<file path="config.mk">
export PLATFORM = sky130hd
export DESIGN_NAME = text_pattern_search_unit
export DESIGN_NICKNAME = d
export VERILOG_FILES = /design/src/rtl/tps_pkg.sv /design/src/rtl/tps_cell.sv /design/src/rtl/tps_align.sv /design/src/rtl/text_pattern_search_unit.sv
export SDC_FILE = /design/constraint.sdc
export NUM_CORES = 2
export LEC_CHECK = 0
export BUFFER_PORTS_ARGS = -buffer_cell sky130_fd_sc_hd__buf_2
export CAP_MARGIN = 20
export CORE_UTILIZATION = 64
export CTS_CLUSTER_SIZE = 8
export DETAILED_ROUTE_END_ITERATION = 16
export MAX_ROUTING_LAYER = met4
export PLACE_DENSITY = 0.81
export SYNTH_ARGS = -nofsm -noshare
export SYNTH_HDL_FRONTEND = slang
export SYNTH_SLANG_ARGS = --single-unit
export TNS_END_PERCENT = 10
</file>
<file path="constraint.sdc">
create_clock -name clk -period 7.8 [get_ports clk]
set_clock_uncertainty 0.2 [all_clocks]
set_input_delay 0.39 -clock clk [delete_from_list [all_inputs] [get_ports clk]]
set_output_delay 0.39 -clock clk [all_outputs]
set_load 0.05 [all_outputs]
</file>
<file path="src/rtl/tps_pkg.sv">
// ----------------------------------------------------------------------------
// tps_pkg: shared types and constants of the text pattern search unit
// Request codes, configuration register indexes, the per-cell control word
// and the ASCII letter folding function.
// ----------------------------------------------------------------------------
package tps_pkg;

  localparam logic [1:0] REQ_PATTERN = 2'd0;
  localparam logic [1:0] REQ_TEXT    = 2'd1;
  localparam logic [1:0] REQ_RESTART = 2'd2;

  localparam logic [1:0] CFG_PATTERN_LENGTH = 2'd0;
  localparam logic [1:0] CFG_CASE_FOLD      = 2'd1;
  localparam logic [1:0] CFG_REVERSE_MODE   = 2'd2;

  localparam logic [31:0] COUNT_MAX = 32'hFFFF_FFFF;

  typedef struct packed {
    logic       step;
    logic       clear;
    logic       case_fold;
    logic [7:0] text_byte;
  } tps_ctrl_t;

  function automatic logic [7:0] fold_byte(input logic [7:0] b, input logic fold);
    logic [7:0] r;
    r = b;
    if (fold && (b inside {[8'h41:8'h5A]})) begin
      r = b + 8'h20;
    end
    return r;
  endfunction

endpackage

</file>
<file path="src/rtl/tps_cell.sv">
// ----------------------------------------------------------------------------
// tps_cell: one position of the match chain
// Holds one pattern byte and one partial-match bit. The bit is taken from the
// neighbor below on every text word and qualified by the aligned compare.
// ----------------------------------------------------------------------------
module tps_cell (
  input  logic              clk,
  input  logic              rst_n,
  input  tps_pkg::tps_ctrl_t ctrl,
  input  logic              pat_we,
  input  logic [7:0]        pat_data,
  input  logic              prev_bit,
  input  logic              eq_in,
  output logic              eq_out,
  output logic              match_bit,
  output logic              match_nxt
);
  import tps_pkg::*;

  logic [7:0] pat_r;
  logic       bit_r;
  logic       bit_nxt;

  always_ff @(posedge clk) begin
    if (pat_we) begin
      pat_r <= pat_data;
    end
  end

  assign eq_out    = (fold_byte(pat_r, ctrl.case_fold) == ctrl.text_byte);
  assign match_nxt = prev_bit & eq_in;

  always_comb begin
    bit_nxt = bit_r;
    if (ctrl.clear) begin
      bit_nxt = 1'b0;
    end else if (ctrl.step) begin
      bit_nxt = match_nxt;
    end
  end

  always_ff @(posedge clk) begin
    if (!rst_n) begin
      bit_r <= 1'b0;
    end else begin
      bit_r <= bit_nxt;
    end
  end

  assign match_bit = bit_r;

endmodule

</file>
<file path="src/rtl/tps_align.sv">
// ----------------------------------------------------------------------------
// tps_align: compare alignment network
// Maps the per-cell compare results onto chain positions. Forward mode keeps
// the order; reverse mode mirrors the first pattern_length entries.
// ----------------------------------------------------------------------------
module tps_align #(
  parameter int PATTERN_MAX = 64,
  localparam int LW = $clog2(PATTERN_MAX + 1)
) (
  input  logic [PATTERN_MAX-1:0] eq_phys,
  input  logic [LW-1:0]          used_len,
  input  logic                   reverse,
  output logic [PATTERN_MAX-1:0] eq_chain
);
  logic [PATTERN_MAX-1:0] mask;
  logic [PATTERN_MAX-1:0] mirrored;
  logic [PATTERN_MAX-1:0] shifted;
  logic [LW-1:0]          shift_amt;

  for (genvar u = 0; u < PATTERN_MAX; u++) begin : g_pos
    assign mask[u]     = (u < int'(used_len));
    assign mirrored[u] = eq_phys[PATTERN_MAX-1-u];
  end

  assign shift_amt = LW'(PATTERN_MAX) - used_len;
  assign shifted   = mirrored >> shift_amt;
  assign eq_chain  = reverse ? (shifted & mask) : (eq_phys & mask);

endmodule

</file>
<file path="src/rtl/text_pattern_search_unit.sv">
// ----------------------------------------------------------------------------
// text_pattern_search_unit: streaming substring matcher
// Each accepted input word yields a registered result word, valid in the cycle after.
// Throughput: one word per cycle while no result is pending or out_ready is high; the
// match chain advances by one cell per text word; the result register frees as taken.
// Reset: synchronous, active low; clears the chain, counter and found flag and
// returns config registers to defaults; pattern bytes are undefined until written.
// ----------------------------------------------------------------------------
module text_pattern_search_unit #(
  parameter int PATTERN_MAX = 64
) (
  input  logic        clk,
  input  logic        rst_n,
  input  logic        in_valid,
  output logic        in_ready,
  input  logic [1:0]  in_req_type,
  input  logic [5:0]  in_pattern_index,
  input  logic [7:0]  in_data_byte,
  output logic        out_valid,
  input  logic        out_ready,
  output logic        out_match_found,
  output logic [31:0] out_match_position,
  output logic        out_already_found,
  input  logic        cfg_valid,
  output logic        cfg_ready,
  input  logic [1:0]  cfg_index,
  input  logic [6:0]  cfg_data
);
  import tps_pkg::*;

  localparam int LW = $clog2(PATTERN_MAX + 1);
  localparam int IW = $clog2(PATTERN_MAX);

  logic [6:0]             len_r;
  logic                   fold_r;
  logic                   rev_r;
  logic [31:0]            cnt_r;
  logic [31:0]            cnt_nxt;
  logic                   found_r;
  logic                   found_nxt;
  logic                   out_valid_r;
  logic                   out_valid_nxt;
  logic                   match_r;
  logic [31:0]            pos_r;
  logic                   already_r;
  logic                   in_acc;
  logic                   is_text;
  logic                   is_restart;
  logic                   is_pattern;
  logic                   hit;
  logic [LW-1:0]          used_len;
  logic [IW-1:0]          top_sel;
  tps_ctrl_t              ctrl;
  logic [PATTERN_MAX-1:0] eq_phys;
  logic [PATTERN_MAX-1:0] eq_chain;
  logic [PATTERN_MAX-1:0] chain_bit;
  logic [PATTERN_MAX-1:0] chain_nxt;

  assign in_ready   = !out_valid_r || out_ready;
  assign cfg_ready  = 1'b1;
  assign in_acc     = in_valid && in_ready;
  assign is_text    = in_acc && (in_req_type == REQ_TEXT);
  assign is_restart = in_acc && (in_req_type == REQ_RESTART);
  assign is_pattern = in_acc && (in_req_type == REQ_PATTERN);

  always_ff @(posedge clk) begin
    if (!rst_n) begin
      len_r  <= 7'd0;
      fold_r <= 1'b1;
      rev_r  <= 1'b0;
    end else if (cfg_valid) begin
      case (cfg_index)
        CFG_PATTERN_LENGTH: len_r  <= cfg_data;
        CFG_CASE_FOLD:      fold_r <= cfg_data[0];
        CFG_REVERSE_MODE:   rev_r  <= cfg_data[0];
        default:            len_r  <= len_r;
      endcase
    end
  end

  assign used_len = (int'(len_r) > PATTERN_MAX) ? LW'(PATTERN_MAX) : LW'(len_r);
  assign top_sel  = IW'(used_len - LW'(1));

  assign ctrl.step      = is_text;
  assign ctrl.clear     = is_restart;
  assign ctrl.case_fold = fold_r;
  assign ctrl.text_byte = fold_byte(in_data_byte, fold_r);

  for (genvar p = 0; p < PATTERN_MAX; p++) begin : g_cell
    logic prev_bit;
    if (p == 0) begin : g_head
      assign prev_bit = 1'b1;
    end else begin : g_link
      assign prev_bit = chain_bit[p-1];
    end
    tps_cell u_cell (
      .clk       (clk),
      .rst_n     (rst_n),
      .ctrl      (ctrl),
      .pat_we    (is_pattern && (int'(in_pattern_index) == p)),
      .pat_data  (in_data_byte),
      .prev_bit  (prev_bit),
      .eq_in     (eq_chain[p]),
      .eq_out    (eq_phys[p]),
      .match_bit (chain_bit[p]),
      .match_nxt (chain_nxt[p])
    );
  end

  tps_align #(
    .PATTERN_MAX (PATTERN_MAX)
  ) u_align (
    .eq_phys  (eq_phys),
    .used_len (used_len),
    .reverse  (rev_r),
    .eq_chain (eq_chain)
  );

  assign hit = is_text && (used_len != '0) && chain_nxt[top_sel] && !found_r;

  always_comb begin
    cnt_nxt   = cnt_r;
    found_nxt = found_r;
    if (is_restart) begin
      cnt_nxt   = 32'd0;
      found_nxt = 1'b0;
    end else if (is_text) begin
      if (cnt_r != COUNT_MAX) begin
        cnt_nxt = cnt_r + 32'd1;
      end
      if (hit) begin
        found_nxt = 1'b1;
      end
    end
  end

  always_comb begin
    out_valid_nxt = out_valid_r;
    if (in_acc) begin
      out_valid_nxt = 1'b1;
    end else if (out_ready) begin
      out_valid_nxt = 1'b0;
    end
  end

  always_ff @(posedge clk) begin
    if (!rst_n) begin
      cnt_r       <= 32'd0;
      found_r     <= 1'b0;
      out_valid_r <= 1'b0;
    end else begin
      cnt_r       <= cnt_nxt;
      found_r     <= found_nxt;
      out_valid_r <= out_valid_nxt;
    end
  end

  always_ff @(posedge clk) begin
    if (in_acc) begin
      match_r   <= hit;
      pos_r     <= cnt_nxt;
      already_r <= found_nxt;
    end
  end

  assign out_valid          = out_valid_r;
  assign out_match_found    = match_r;
  assign out_match_position = pos_r;
  assign out_already_found  = already_r;

endmodule

</file>
==> reports/results.env, run 1 <==
PLACEMENT.IO_BUFFERS=65
POST_SYNTH_INSTANCE_AREA_MM2=0.0402
SYN-MEAN-INSTANCE-AREA_UM2=10.1
TOTAL_I_O_PIN_COUNT=67
YS_TYPES=104
DETAILED_PLACEMENT_HPWL_UM=121000
VERTICAL_DIE_DIMENSION_UM=253
GR-TOTAL-OVERFLOW=55
CTS-ROOT-BUF='sky130_fd_sc_hd__clkbuf_16'
GLOBALROUTETOTALUTIL_PCT=76.5
CTS_SINKS=652
FLOW.FIRST_ERROR='[ERROR GRT-0232] Routing congestion too high. Check the congestion heatmap in the GUI.'
INITIAL_CORE_UTIL_PCT=65.0
ASYNC_RESET_FF_SHARE_PCT=0
NUMCTSBUFFERS=92
SYNTH.FF_LATCH_COUNT=652
DIE_W_UM=253
PLACEMENT_ROWS=91
YOSYS_MOST_USED_DFF='sky130_fd_sc_hd__edfxtp_1'
MAXIMUM_NUMBER_OF_PINS_ON_ONE_NET_BEFORE_GLOBAL_ROUTE_REPAIR=115
POST_CTS_RESIZE_COUNT=0
RUN_STATUS='aborted with a tool error'
SYNTH.NET_COUNT=4093
YOSYS_WARNINGS=0
CTS_MAX_PATH_BUFFERS=3
HTREEDEPTH=3
STOP_STAGE='5_1_grt'
GP_ROUTABILITY_CONGESTION=1.18
SYNTH_ENABLE_FLOP_CELLS=546
SYNTH_CELLS=3996
SYNTH-SEQ-AREA-SHARE_PCT=46.1
[metrics by stage]
stage | std cells | cell area, um2 | utilization, % | setup slack (ns)
4_1_cts | 4959 | 44700 | 72.2 | 1.20
3_3_place_gp | 4820 | 41900 | 67.7 | 1.16
3_5_place_dp | 4823 | 41900 | 67.7 | 1.12
2_1_floorplan | 3996 | 40200 | - | 1.37
[cell families after synthesis]
kind of cell | Yosys count | synth area share (%)
other | 1 | 0.00933
AOI/OAI and AO/OA | 895 | 15.2
DFF | 652 | 46.1
buffers and inverters | 270 | 2.93
adders and majority gates | 67 | 2.09
muxes | 127 | 3.72
and+or+nand+nor | 1447 | 18.2
xor gates and xnor gates | 537 | 11.7
[Yosys cell counts (67+ instances only)]
| master | instances | area, um2 |
|---|---|---|
| sky130_fd_sc_hd__nor2_1 | 398 | 1490 |
| sky130_fd_sc_hd__o21ai_0 | 103 | 515 |
| sky130_fd_sc_hd__edfxtp_1 | 546 | 16400 |
| sky130_fd_sc_hd__dfxtp_1 | 106 | 2120 |
| sky130_fd_sc_hd__nand3_1 | 148 | 741 |
| sky130_fd_sc_hd__nand2_1 | 337 | 1260 |
| sky130_fd_sc_hd__clkbuf_1 | 131 | 492 |
| sky130_fd_sc_hd__a21oi_1 | 255 | 1280 |
| sky130_fd_sc_hd__ha_1 | 67 | 838 |
| sky130_fd_sc_hd__nor3_1 | 128 | 641 |
| sky130_fd_sc_hd__xnor2_1 | 312 | 2730 |
| sky130_fd_sc_hd__xor2_1 | 225 | 1970 |
| sky130_fd_sc_hd__mux2i_1 | 82 | 821 |
[per-layer routing]
metal,GRT usage (%),overflow
met3,57.7,3
met4,71.5,28
met1,78.6,1
met2,90.7,23
met5,-,-
[repair_timing]
item	in CTS
endpoints found under the hold margin	78
setup buffers	0
hold buffers	16
==> inputs of run 2 (changes only) <==
--- a/config.mk
+++ b/config.mk
@@ -7,11 +7,9 @@
 export LEC_CHECK = 0
 export BUFFER_PORTS_ARGS = -buffer_cell sky130_fd_sc_hd__buf_2
 export CAP_MARGIN = 20
-export CORE_UTILIZATION = 64
-export CTS_CLUSTER_SIZE = 8
+export CORE_UTILIZATION = 40
 export DETAILED_ROUTE_END_ITERATION = 16
-export MAX_ROUTING_LAYER = met4
-export PLACE_DENSITY = 0.81
+export PLACE_DENSITY_LB_ADDON = 0.15
 export SYNTH_ARGS = -nofsm -noshare
 export SYNTH_HDL_FRONTEND = slang
 export SYNTH_SLANG_ARGS = --single-unit
==> reports/results.env, run 2 <==
FP.DIEAREA_MM2=0.102
MAX-VDD-IR-DROP_mV=0.197
GR-TOTAL-OVERFLOW=0
MIN_DELAY_PATH_DEPTH=3
REGMOSTFLOPS='g_cell.u_cell.pat_r'
UNREPAIRED_SETUP_ENDPOINTS_AFTER_GLOBAL_ROUTING='no'
FP.COREAREA_MM2=0.0990
SYN-MEAN-INSTANCE-AREA_UM2=10.1  # unchanged
MAXCLOCKFREQUENCY_GHz=0.150
YS_TOP_CELLS_BY_COUNT='546 x sky130_fd_sc_hd__edfxtp_1, 398 x sky130_fd_sc_hd__nor2_1, 337 x sky130_fd_sc_hd__nand2_1, 312 x sky130_fd_sc_hd__xnor2_1, 255 x sky130_fd_sc_hd__a21oi_1'  # unchanged
WORST_HOLD_PATH.ENDPOINT='out_already_found$_DFFE_PP_'
GP_ROUTABILITY_CONGESTION=1.10  # was 1.18
TIMING_MAX_TRANSITION_VIOLATIONS_FINAL=0
TIMING.CRITICAL_PATH.ARRIVAL_NS=6.94
POST-ROUTE-DRC-COUNT=0
CELL_BY_CELL_TRACE_OF_THE_CRITICAL_PATH='dlygate4sd3_1 -> buf_6 -> or4_4 -> o22ai_2 -> o21ba_4 -> buf_4 -> xnor2_1 -> nand4_1 -> o21ai_0 -> nor2_1 -> a211oi_1 -> mux2i_1 -> a221oi_1 -> a211o_1 -> a311oi_1 -> a211oi_2 -> a21oi_2 -> nor3_1'
YOSYS_MOST_USED_DFF='sky130_fd_sc_hd__edfxtp_1'  # unchanged
WORST_R2R_ENDPOINT='out_already_found$_DFFE_PP_'
WIRELENGTH_UM=157000
LAYOUTNONFILLERINSTCOUNT=5414
CRIT_PATH_END_KIND='register'
LAYOUT_COMMON_CELLS='546 x sky130_fd_sc_hd__edfxtp_1, 396 x sky130_fd_sc_hd__nor2_1, 337 x sky130_fd_sc_hd__nand2_1'
SYNTH_MOST_COMMON_CELL='sky130_fd_sc_hd__edfxtp_1'  # unchanged
CTS_MAX_PATH_BUFFERS=3  # unchanged
DETAILED_PLACEMENT_HPWL_UM=115000  # was 121000 um
SYNTH.FF_LATCH_COUNT=652  # unchanged
POWER_PER_CELL_AREA_mW_PER_MM2=187
DETAILROUTE.VIA_COUNT=33750
DRT-VIAS-PER-INSTANCE=6.23
RUN_STATUS='finished, final reports clean'  # was aborted with a tool error
GRT_PASS1_WL_UM=225000
TIMING.FINAL.WS_SETUP_NS=1.15
MIN_PERIOD_OVER_PERIOD_PCT=85.2
PLACEMENT_ROWS=115  # was 91
FINALHOLDVIOLCOUNT=0
DETAIL_ROUTE.FIRST_PASS.ITERATIONS=6
FRACTION_OF_LAYOUT_INSTANCES_USING_A_DRIVE_STRENGTH_ABOVE_1_PCT=9.58
PLACEMENT.IO_BUFFERS=65  # unchanged
AREA_GROWTH_SYN_TO_LAYOUT_PCT=11.7
REGISTER_CLOCK_PIN_SLEW_ON_THE_REPORTED_WORST_SETUP_AND_HOLD_PATHS_NS=0.06
POST_ROUTE_CELL_AREA_MM2=0.0449
GRT_PASS1_VIAS=31786
HOLD_STARTPOINT='in_req_type[0]'
SYNTH.LARGEST_AREA_CELL='sky130_fd_sc_hd__edfxtp_1'  # unchanged
FIN_SETUP_TNS_NS=0
PLACE_WORST_SETUP_SLACK_NS=1.26  # was 1.12 ns
CRIT_PATH_START_KIND='primary input'
STARTPOINT='in_data_byte[0]'
GRT_ANTENNA_BEFORE_REPAIR=6
SYNTH_ENABLE_FLOP_CELLS=546  # unchanged
MAX_SLEW.WORST_PIN.SLEW_NS=1.26
WORST_HOLD_SLACK_AFTER_FINAL_LAYOUT_NS=0.0284
MAXIMUM_NUMBER_OF_PINS_ON_ONE_NET_BEFORE_GLOBAL_ROUTE_REPAIR=107
SYNTH-SEQ-AREA-SHARE_PCT=46.1  # unchanged
SLOWEST_CELL_ON_THE_CRITICAL_PATH='sky130_fd_sc_hd__a211oi_1'
WORSTPATHMAXFANOUT=34
POST_DRT_WL_PER_CELL_UM=29.1
FIN_NETS=4166
SLOWEST_DELAY_NS=0.86
HP-CLASS='primary input to register'
TOTAL_I_O_PIN_COUNT=67  # unchanged
CLOCK_LATENCY_NS=0.67
SHARE_OF_YOSYS_CELL_AREA_CLAIMED_BY_THE_TOP_AREA_CELL_TYPE_PCT=40.8  # unchanged
YOSYS_WARNINGS=0  # unchanged
POST_SYNTH_MAIN_AREA_CONTRIBUTORS='sky130_fd_sc_hd__edfxtp_1 41%, sky130_fd_sc_hd__xnor2_1 6.8%, sky130_fd_sc_hd__dfxtp_1 5.3%'  # unchanged
YS_TYPES=104  # unchanged
FIN_CRIT_NS=6.65
SYNTH_CELLS=3996  # unchanged
ASYNC_RESET_FF_SHARE_PCT=0  # unchanged
DRV_CAP=0
SYNTH.NET_COUNT=4093  # unchanged
DETAILED_ROUTER_S_FIRST_ITERATION_VIOLATION_COUNT=3738
CTS-ROOT-BUF='sky130_fd_sc_hd__clkbuf_16'  # unchanged
CTS_TREE='built'
LEAKAGEPOWER_uW=0.0151
SETUP.REG_TO_REG.WORST_SLACK_NS=1.41
TIMING.MAX_SLEW.REL_SLACK_PCT=15.7
MOSTFREQUENTLAYOUTCELL='sky130_fd_sc_hd__edfxtp_1'
WORSTPATHREQUIRED_NS=8.09
FF_TO_FF_START='len_r[0]$_SDFFE_PN0P_'
POST_SYNTH_INSTANCE_AREA_MM2=0.0402  # unchanged
LARGEST_REG_FLOPS=512
CTS_SINKS=652  # unchanged
INITIAL_CORE_UTIL_PCT=40.6  # was 65.0%
SETUP.WORST_PATH.CLASS='primary input to register'
HTREEDEPTH=3  # unchanged
PLACEDINSTANCEAREA_MM2=0.0423  # was 0.0419 mm2
PLACEDCELLCOUNT=5258  # was 4823
VERTICAL_DIE_DIMENSION_UM=319  # was 253 um
DIE_W_UM=319  # was 253 um
WORST-R2R-CELL-COUNT=17
NUMCTSBUFFERS=76  # was 92
REPORT.FINAL.SETUP_VIOL=0
GLOBALROUTETOTALUTIL_PCT=30.3
ROUTE.ANTENNA.REMAINING_NETS=0
## run 2: layout make-up
| type | instances | area, um2 |
|---|---|---|
| fill | 9327 | 54100 |
| sequential | 652 | 18500 |
| clock buffer | 94 | 2000 |
| tap | 1287 | 1610 |
| timing repair buffer | 206 | 1560 |
| inverter | 59 | 221 |
| antenna | 2 | 5.00 |
| multi-input combinational | 3074 | 20600 |
| clock inverter | 40 | 383 |
## run 2: logic make-up after synthesis
family / Yosys count / share of synthesized area (%)
simple gates: 1447 / 18.2
compound gates: 895 / 15.2
flops: 652 / 46.1
xor+xnor: 537 / 11.7
buf+inv: 270 / 2.93
mux: 127 / 3.72
fa+ha+maj: 67 / 2.09
other cells: 1 / 0.00933
## run 2: metal layers
layer	vias to the layer above	GRT usage (%)	part of all wire, %
met4	6	15.5	5.5
met1	16512	40.3	42
li1	15168	-	-
met2	1624	46.5	44
met3	440	6.17	8.3
met5	-	0	0.022
## run 2: where the power goes
group          internal, uW  switching (uW)
clock                  1990            1450
sequential             3790            11.4
combinational           309             836
total                  6090            2300
## run 2: worst max-delay path by stage
stage | depth (start not counted) | endpoint
2_1_floorplan | 25 | out_already_found$_DFFE_PP_
3_3_place_gp | 16 | out_match_found$_DFFE_PP_
3_5_place_dp | 17 | out_already_found$_DFFE_PP_
4_1_cts | 17 | out_already_found$_DFFE_PP_
5_1_grt | 18 | out_match_found$_DFFE_PP_
6_report | 18 | out_match_found$_DFFE_PP_
## run 2: through the flow
stage	power, uW	utilization, %
after global placement	4980	42.7
final	8390	45.4
after global routing	8610	45.4
after detailed placement	4960	42.7
after floorplan	4500	-
after CTS	8420	45.3
## run 2: what timing repair did
| action | in CTS | in global routing |
|---|---|---|
| resized for setup | 0 | 0 |
| setup buffers | 0 | 0 |
| endpoints found under the hold margin | 72 | 0 |
| hold buffers | 19 | 0 |
## run 2: critical path, delay by kind of cell
kind / cells / cell delay [ns]
muxes: 1 / 0.22
buffers and inverters: 3 / 1.02
and+or+nand+nor: 4 / 1.38
xor gates and xnor gates: 1 / 0.12
AOI/OAI and AO/OA: 9 / 3.73
Note: power is estimated with default switching activity, not from simulation.
